## src/hw/rtl/hfe_pkg.sv

```systemverilog
`timescale 1ns / 1ps

package hfe_pkg;

    localparam logic [7:0] PREAMBLE_BYTE  = 8'h00;
    localparam logic [7:0] START_CODE_LO  = 8'h00;
    localparam logic [7:0] START_CODE_HI  = 8'hFF;
    localparam logic [7:0] HOST_TO_DEVICE = 8'hD4;
    localparam logic [7:0] POSTAMBLE_BYTE = 8'h00;

    typedef struct packed {
        logic [7:0] data_byte;
        logic [7:0] frame_length;
    } t_in_item;

    typedef struct packed {
        logic [7:0] out_byte;
        logic       end_of_frame;
    } t_out_item;

    // classified command byte, front to back
    typedef struct packed {
        logic [7:0] data_byte;
        logic       first;
        logic       last;
        logic [7:0] len_byte;
        logic [7:0] data_chk;
    } t_cmd;

    typedef enum logic [3:0] {
        ST_BEGIN,
        ST_SC0,
        ST_SC1,
        ST_LEN,
        ST_LCS,
        ST_TFI,
        ST_DATA,
        ST_DCS,
        ST_POST
    } t_back_state;

endpackage

```

## src/hw/rtl/host_frame_encoder.sv

```systemverilog
`timescale 1ns / 1ps
// Host frame encoder: wraps command bytes into host-to-device frames.
// Input channel (i_in_valid / o_in_stall / i_in_data): one command byte per
// item plus the frame length, which is sampled on the first byte of a frame.
// Output channel (o_out_valid / i_out_stall / o_out_data): one framed byte per
// item; end_of_frame marks the closing postamble byte.
// A first byte yields 00 00 FF LEN LCS D4 and the byte; a last byte is
// followed by the data checksum and the 00 postamble.
// The front classifies bytes and tracks length and sum, then pushes them into
// a QUEUE_DEPTH-entry queue; the back sequences output bytes, one per cycle
// while the receiver does not stall. The first output byte is registered in
// the queue and then in the output register. Throughput is set by the back
// sequencer: a frame of L bytes becomes L + 8 output bytes; middle bytes are
// accepted one a cycle. Input stalls only while the queue is full.
// When the receiver stalls, the output register holds its byte and the queue
// fills behind it.
// Reset (synchronous, active low) closes any open frame, empties the queue and
// drops the output valid.
module host_frame_encoder
    import hfe_pkg::*;
#(
    parameter int QUEUE_DEPTH = 4
) (
    input  logic      i_clk,
    input  logic      i_rst_n,
    input  logic      i_in_valid,
    output logic      o_in_stall,
    input  t_in_item  i_in_data,
    output logic      o_out_valid,
    input  logic      i_out_stall,
    output t_out_item o_out_data
);

    logic push;
    logic pop;
    logic full;
    logic empty;
    t_cmd push_cmd;
    t_cmd head_cmd;

    hfe_front u_front (
        .i_clk   (i_clk),
        .i_rst_n (i_rst_n),
        .i_valid (i_in_valid),
        .o_stall (o_in_stall),
        .i_data  (i_in_data),
        .i_full  (full),
        .o_push  (push),
        .o_cmd   (push_cmd)
    );

    hfe_queue #(
        .DEPTH (QUEUE_DEPTH)
    ) u_queue (
        .i_clk   (i_clk),
        .i_rst_n (i_rst_n),
        .i_push  (push),
        .i_cmd   (push_cmd),
        .o_full  (full),
        .i_pop   (pop),
        .o_empty (empty),
        .o_cmd   (head_cmd)
    );

    hfe_back u_back (
        .i_clk   (i_clk),
        .i_rst_n (i_rst_n),
        .i_empty (empty),
        .i_cmd   (head_cmd),
        .o_pop   (pop),
        .o_valid (o_out_valid),
        .i_stall (i_out_stall),
        .o_data  (o_out_data)
    );

endmodule

```

## src/hw/rtl/hfe_front.sv

```systemverilog
`timescale 1ns / 1ps

module hfe_front
    import hfe_pkg::*;
(
    input  logic     i_clk,
    input  logic     i_rst_n,
    input  logic     i_valid,
    output logic     o_stall,
    input  t_in_item i_data,
    input  logic     i_full,
    output logic     o_push,
    output t_cmd     o_cmd
);

    logic [7:0] r_remaining, n_remaining;
    logic [7:0] r_sum, n_sum;
    logic       open_frame;
    logic [7:0] eff_len;
    logic [7:0] rem_after;
    logic [7:0] sum_after;
    logic       last;

    assign o_stall    = i_full;
    assign o_push     = i_valid && !i_full;
    assign open_frame = (r_remaining != 8'd0);
    assign eff_len    = (i_data.frame_length == 8'd0) ? 8'd1 : i_data.frame_length;
    assign rem_after  = (open_frame ? r_remaining : eff_len) - 8'd1;
    assign sum_after  = (open_frame ? r_sum : HOST_TO_DEVICE) + i_data.data_byte;
    assign last       = (rem_after == 8'd0);

    always_comb begin
        o_cmd.data_byte = i_data.data_byte;
        o_cmd.first     = !open_frame;
        o_cmd.last      = last;
        o_cmd.len_byte  = eff_len + 8'd1;
        o_cmd.data_chk  = 8'd0 - sum_after;
        n_remaining     = r_remaining;
        n_sum           = r_sum;
        if (o_push) begin
            n_remaining = rem_after;
            n_sum       = last ? 8'd0 : sum_after;
        end
    end

    always_ff @(posedge i_clk) begin
        if (!i_rst_n) begin
            r_remaining <= 8'd0;
            r_sum       <= 8'd0;
        end else begin
            r_remaining <= n_remaining;
            r_sum       <= n_sum;
        end
    end

endmodule

```

## src/hw/rtl/hfe_queue.sv

```systemverilog
`timescale 1ns / 1ps

module hfe_queue
    import hfe_pkg::*;
#(
    parameter int DEPTH = 4
) (
    input  logic i_clk,
    input  logic i_rst_n,
    input  logic i_push,
    input  t_cmd i_cmd,
    output logic o_full,
    input  logic i_pop,
    output logic o_empty,
    output t_cmd o_cmd
);

    localparam int PW = (DEPTH > 1) ? $clog2(DEPTH) : 1;
    localparam int CW = $clog2(DEPTH + 1);
    localparam logic [PW-1:0] LAST_PTR = PW'(DEPTH - 1);
    localparam logic [CW-1:0] FULL_CNT = CW'(DEPTH);

    t_cmd          r_mem [DEPTH];
    logic [PW-1:0] r_wr, n_wr;
    logic [PW-1:0] r_rd, n_rd;
    logic [CW-1:0] r_count, n_count;

    assign o_full  = (r_count == FULL_CNT);
    assign o_empty = (r_count == '0);
    assign o_cmd   = r_mem[r_rd];

    always_comb begin
        n_wr    = r_wr;
        n_rd    = r_rd;
        n_count = r_count;
        if (i_push) begin
            n_wr = (r_wr == LAST_PTR) ? '0 : r_wr + 1'b1;
        end
        if (i_pop) begin
            n_rd = (r_rd == LAST_PTR) ? '0 : r_rd + 1'b1;
        end
        if (i_push && !i_pop) begin
            n_count = r_count + 1'b1;
        end else if (!i_push && i_pop) begin
            n_count = r_count - 1'b1;
        end
    end

    always_ff @(posedge i_clk) begin
        if (i_push) begin
            r_mem[r_wr] <= i_cmd;
        end
    end

    always_ff @(posedge i_clk) begin
        if (!i_rst_n) begin
            r_wr    <= '0;
            r_rd    <= '0;
            r_count <= '0;
        end else begin
            r_wr    <= n_wr;
            r_rd    <= n_rd;
            r_count <= n_count;
        end
    end

endmodule

```

## src/hw/rtl/hfe_back.sv

```systemverilog
`timescale 1ns / 1ps

module hfe_back
    import hfe_pkg::*;
(
    input  logic      i_clk,
    input  logic      i_rst_n,
    input  logic      i_empty,
    input  t_cmd      i_cmd,
    output logic      o_pop,
    output logic      o_valid,
    input  logic      i_stall,
    output t_out_item o_data
);

    t_back_state r_state, n_state;
    logic        r_valid;
    t_out_item   r_data;
    logic        load;
    logic        go;
    logic [7:0]  emit_byte;
    logic        emit_eof;

    assign load    = !r_valid || !i_stall;
    assign go      = load && !i_empty;
    assign o_valid = r_valid;
    assign o_data  = r_data;

    always_comb begin
        n_state   = r_state;
        o_pop     = 1'b0;
        emit_byte = i_cmd.data_byte;
        emit_eof  = 1'b0;
        unique case (r_state)
            ST_BEGIN: begin
                if (i_cmd.first) begin
                    emit_byte = PREAMBLE_BYTE;
                    n_state   = ST_SC0;
                end else if (i_cmd.last) begin
                    n_state = ST_DCS;
                end else begin
                    o_pop = go;
                end
            end
            ST_SC0: begin
                emit_byte = START_CODE_LO;
                n_state   = ST_SC1;
            end
            ST_SC1: begin
                emit_byte = START_CODE_HI;
                n_state   = ST_LEN;
            end
            ST_LEN: begin
                emit_byte = i_cmd.len_byte;
                n_state   = ST_LCS;
            end
            ST_LCS: begin
                emit_byte = 8'd0 - i_cmd.len_byte;
                n_state   = ST_TFI;
            end
            ST_TFI: begin
                emit_byte = HOST_TO_DEVICE;
                n_state   = ST_DATA;
            end
            ST_DATA: begin
                if (i_cmd.last) begin
                    n_state = ST_DCS;
                end else begin
                    n_state = ST_BEGIN;
                    o_pop   = go;
                end
            end
            ST_DCS: begin
                emit_byte = i_cmd.data_chk;
                n_state   = ST_POST;
            end
            ST_POST: begin
                emit_byte = POSTAMBLE_BYTE;
                emit_eof  = 1'b1;
                n_state   = ST_BEGIN;
                o_pop     = go;
            end
            default: begin
                n_state = ST_BEGIN;
            end
        endcase
        if (!go) begin
            n_state = r_state;
        end
    end

    always_ff @(posedge i_clk) begin
        if (!i_rst_n) begin
            r_state <= ST_BEGIN;
            r_valid <= 1'b0;
        end else begin
            r_state <= n_state;
            if (load) begin
                r_valid <= go;
            end
        end
    end

    always_ff @(posedge i_clk) begin
        if (go) begin
            r_data.out_byte     <= emit_byte;
            r_data.end_of_frame <= emit_eof;
        end
    end

endmodule
```

## config.mk

```make
export PLATFORM = sky130hd
export DESIGN_NAME = host_frame_encoder
export DESIGN_NICKNAME = d
export VERILOG_FILES = /design/src/hw/rtl/hfe_pkg.sv /design/src/hw/rtl/host_frame_encoder.sv /design/src/hw/rtl/hfe_front.sv /design/src/hw/rtl/hfe_queue.sv /design/src/hw/rtl/hfe_back.sv
export SDC_FILE = /design/constraint.sdc
export NUM_CORES = 1
export LEC_CHECK = 0
export BUFFER_PORTS_ARGS = -buffer_cell sky130_fd_sc_hd__buf_2
export CORE_MARGIN = 2
export CORE_UTILIZATION = 55
export CTS_BUF_LIST = sky130_fd_sc_hd__clkbuf_4 sky130_fd_sc_hd__clkbuf_8
export DETAILED_ROUTE_END_ITERATION = 12
export PLACE_DENSITY = 0.69
export SLEW_MARGIN = 40
export SYNTH_ARGS = -nofsm -noshare
export SYNTH_HDL_FRONTEND = slang
export SYNTH_SLANG_ARGS = --single-unit
```

## constraint.sdc

```tcl
create_clock -name i_clk -period 4.82 [get_ports i_clk]
set_input_delay 0.964 -clock i_clk [delete_from_list [all_inputs] [get_ports i_clk]]
set_output_delay 0.964 -clock i_clk [all_outputs]
set_load 0.02 [all_outputs]
```

# == After elaboration in Yosys (flattened, before gate mapping) ==
# Memories as Yosys holds them, arrays and structs flattened. A register that Yosys moved wholly into a read port is not among the register bits.
# Cells that the tools add are included.
# classes
n_eq_ne,12
reduce_logical,20
muxes,22
add_sub_neg,9
# ops
operator,count
$pmux W8 S7,1
$mux W8,5
$pmux W4 S8,1
$eq A4 B3 Y1 const B,4
$logic_not A8 Y1,2
$sub A1 B8 Y8 const A,2
$mux W3,3
$add A8 B1 Y8 const B,1
$add A8 B8 Y8,1
$eq A4 B2 Y1 const B,2
$mux W2,4
$mux W4,2
$reduce_bool A8 Y1,1
$sub A8 B1 Y8 const B,1
$logic_not A1 Y1,7
$mux W1,5
$add A2 B1 Y2 const B,2
$eq A2 B2 Y1 const B,2
$eq A4 B1 Y1 const B,1
$eq A4 B4 Y1 const B,1
$logic_and A1 B1 Y1,4
$logic_not A4 Y1,1
$add A3 B1 Y3 const B,1
$eq A3 B3 Y1 const B,1
8 further kinds,8
# word_totals
output_inout_bits,11
ram_bits,104
ff_bits,37
mem_count,1
word_cells,73
inputBits,20
# mem_list
name,words,word_bits,read_ports,rd_ports_with_merged_regs,wr,line,rtl
u_queue.r_mem,4,26,1,1,1,hfe_queue.sv:23,t_cmd r_mem [DEPTH];

# == Logic depth before layout (Yosys ltp) ==
# logic_depth
ltp_word,9
mapped_depth,12
depth_no_buf,11

# == Modules after synthesis ==
# A second synthesis with hierarchy kept.
# hier_totals
hier_cells,506
area_unflattened_um2,7029.2
# by_module_without_submodules
module,area_per_inst_um2,seq_area_each_um2,cells_per_inst,instances
hfe_queue,4255.3,3303.2,180,1
hfe_front,1652.8,320.3,206,1
hfe_back,1121.1,370.4,120,1

# == Least setup slack after synthesis ==
# No wires, ideal clock.
# synth_timing
kind,input -> register
startpoint,input port i_in_data[3] (netlist bit)
endpoint,register u_front.r_sum[6]
path_buffers,1
arrival_time_ns,3.246
setup_ns,0.136
required_time_ns,4.684
slack_ns,1.438
cell_stages,11
cell_sequence,clkbuf_1 nor3_1 a31oi_1 nor2_1 nor2_1 ha_1 or3b_2 o22ai_1 o2111ai_1 a211oi_4 o31ai_1
# synth_lines
item,line,rtl
from (decl),host_frame_encoder.sv:28,"input t_in_item i_in_data,"
to (signal assigned),hfe_front.sv:52,r_sum <= n_sum;
to (decl),hfe_front.sv:17,"logic [7:0] r_sum, n_sum;"

==> metrics.txt <==
status complete, no violations; initial antenna violation count 0; Max-cap violations 0; final net count 585; first-pass GRT wire length between 20000 and 25000 µm; Yosys cell types 59; die area 13180 µm²; core area 12010 µm²; fill cell count around 940; Synth Area in XOR/XNOR 3.630%; final core occ 62.05%; Synth Area in Simple Gates 10.54%; fraction of registers with async set/reset 0%; global route overflow 0; setup violators final 0; P_leak 2.603 nW; count leader, synth edfxtp_1; crit path DAT 4130 ps; top cells by count, synth edfxtp_1, nand2_1, dfxtp_1; top cell type's share of synthesized area 50.23%; root buf cell clkbuf_8; Post-Syn Nets 551; Post-synth EDFFs approximately 110; ANT cells 0; Die Height 114.8 µm; Starting Density a little under three fifths; Port Buffers 30; DRT Pass-1 Iters 5; largest net degree at the start of global routing 28; DRC 0; RSZ-0062 raised after global routing no; post-synthesis compound-gate area fraction 11.00%; met2 Track Usage GR 37.48%; crit start category flop; Setup crit end kind flop; vias 4253; WP data required 5050 ps; gr busiest metal met2; Final Cycle Share 80.99%; number of CTS-inserted buffers 17; Area growth syn-to-layout 10.34%; Mapped Cells 512; Max FO, Critical Path 9; Synth Cell Area roughly 6800 µm²; Final Wtd Congestion 0.9202; GR Util met1 31.77%; Clock Tree Buf Depth 2; layout cell share with drive strength beyond 1 18.78%; fin. max-slew vios 0; Synth Warn # 0; WL/cell between 15 and 20 µm; Max VDD drop roughly 0.00048 V; syn avg cell area 13.19 µm²; grt met3 use 5.377%; Routed WL 13940 µm; DRT antenna net count 0; adder-cell share of the synthesized area around 3.9%; chip width around 110 µm; num rows 40; #FFs+latches synth about 140; Hold Path Class flop to flop; clock latency at the later pin of the worst-skew pair 430 ps; # H-tree levels 4; number of DRC markers in iteration 0 328; PwrDens approximately 670 nW/µm²; Detailed Place HPWL 9672 µm; multiplexer share of the synthesized area 9.261%; largest area contributor in the netlist edfxtp_1; critical path class flop to flop; sum of negative setup slack 0 ps; DR vias/cell 6.024; Final Hold Viols 0; fmax 256.2 MHz; # IOs 31; post-layout min period 3904 ps; Clock Skew 8.799 ps; Top FF cell, synth edfxtp_1; GRT Total Usage 22.95%; top cells by area, synth edfxtp_1, dfxtp_1, mux4_2, ha_1, nand2_1; sequential-to-total area share from yosys stat between 50% and 60%; setup bufs post-CTS 0; final hold slack 446.9 ps; Worst Max-Slew Pin Slew 655.1 ps; CTS tree done; # clock sinks 143; CTS clock-pin slew for the worst setup and hold paths 70 ps; Rel. slew slack 56.27%; Hold Buf Count CTS 0; vias in the first global route ~4300; largest family of logic cells by synthesized area compound AO/OA/AOI/OAI gates; post-cts resize count 0
[path summary, 6_finish.rpt]
check	from	to	slack, ps	cells after the start
setup / recovery	u_front.r_remaining[0]	u_queue.r_mem[2][7]	920	11
setup reg to reg	u_front.r_remaining[0]	u_queue.r_mem[2][7]	920	11
hold reg to reg	u_front.r_sum[4]	u_front.r_sum[4]	450	2
hold / removal	u_front.r_sum[4]	u_front.r_sum[4]	450	2
[cells by family after synthesis]
kind of cell,Yosys count
adder cells (fa/ha/maj),20
multiplexers,30
XOR/XNOR,28
buffers and inverters,44
flip-flops,143
AND/OR/NAND/NOR,137
AO/OA/AOI/OAI,110
[report_power, final]
| part | internal (mW) | leakage (nW) | switching, mW |
|---|---|---|---|
| Sequential | 1.78 | 1.29 | 0.182 |
| Combinational | 0.831 | 1.12 | 1.27 |
| Clock | 0.509 | 0.195 | 0.425 |
[cells in the final DEF, fill, tap and decap left out, types with 3 or more instances in the layout]
| cell type | synthesis | final |
|---|---|---|
| o21ai_0 | 26 | 26 |
| edfxtp_1 | 113 | 113 |
| o211ai_1 | 4 | 4 |
| nor3b_1 | 3 | 3 |
| o21a_1 | 6 | 6 |
| clkinvlp_4 | 0 | 4 |
| mux4_2 | 26 | 26 |
| buf_2 | 3 | 30 |
| ha_1 | 17 | 17 |
| nand3_1 | 8 | 8 |
| a21oi_1 | 18 | 18 |
| clkbuf_8 | 0 | 20 |
| a21boi_0 | 6 | 6 |
| buf_4 | 1 | 6 |
| nor2b_1 | 7 | 7 |
| and3_1 | 3 | 3 |
| and2_1 | 15 | 15 |
| xnor2_1 | 16 | 16 |
| xor2_1 | 12 | 12 |
| nor3_1 | 14 | 14 |
| o221ai_1 | 3 | 3 |
| o22ai_1 | 3 | 3 |
| dfxtp_1 | 30 | 28 |
| nand2_1 | 40 | 40 |
| or3_1 | 4 | 4 |
| o21ai_1 | 3 | 3 |
| nor2_1 | 25 | 25 |
| mux2i_1 | 4 | 4 |
| a31oi_1 | 6 | 6 |
| nand4_1 | 3 | 3 |
| a21o_1 | 4 | 4 |
| o31ai_1 | 8 | 8 |
| inv_1 | 23 | 23 |
| a41oi_1 | 4 | 4 |
| nand2b_1 | 6 | 6 |
| a211oi_1 | 3 | 3 |
[routing by layer]
layer,wire length (µm),vias to the layer above
li1,-,2015
met1,6279,2130
met2,6894,102
met3,687,6
met4,83,0
met5,0,-
[worst max-delay path, cell delays in order, from the launching register on]
cell and delay, ps:
dfxtp_1 370, nor4_4 550, nand2_1 350, and2_1 270, ha_1 210, fa_1 420, a21o_1 170, a21oi_1 270
o21ai_0 130, a311oi_1 500, nand3_1 170, xnor2_1 290
[area by class of cell]
| type | count | area, µm² | share of cell area (%) |
|---|---|---|---|
| flip-flops and latches | 143 | 3996 | 53.62 |
| multi-input cells | 325 | 2589 | 34.73 |
| clock buffers | 22 | 290.3 | 3.895 |
| repair buffers | 36 | 195.2 | 2.619 |
| well taps | 147 | 183.9 | 2.468 |
| clock inverters | 10 | 112.6 | 1.511 |
| inverters | 23 | 86.33 | 1.158 |
[through the flow]
step	cells	power (mW)	worst slack [ps]	area (µm²)
after floorplan	512	3.522	1438	6755
after CTS	706	5.023	910.3	7452
after detailed placement	674	4.076	934.6	7049
final	706	4.995	916.4	7453
after global placement	674	4.007	1145	7049
after global routing	706	5.334	607.9	7453
[state kept, by name (all words and copies together) (netlist names), named ones only]
register and cells:
u_back.o_data 9, u_back.o_valid 1, u_back.r_state 4, u_front.r_remaining 8, u_front.r_sum 8, u_queue.r_count 3
u_queue.r_mem 104, u_queue.r_rd 2, u_queue.r_wr 2
Power figures use the tool's default switching activity.
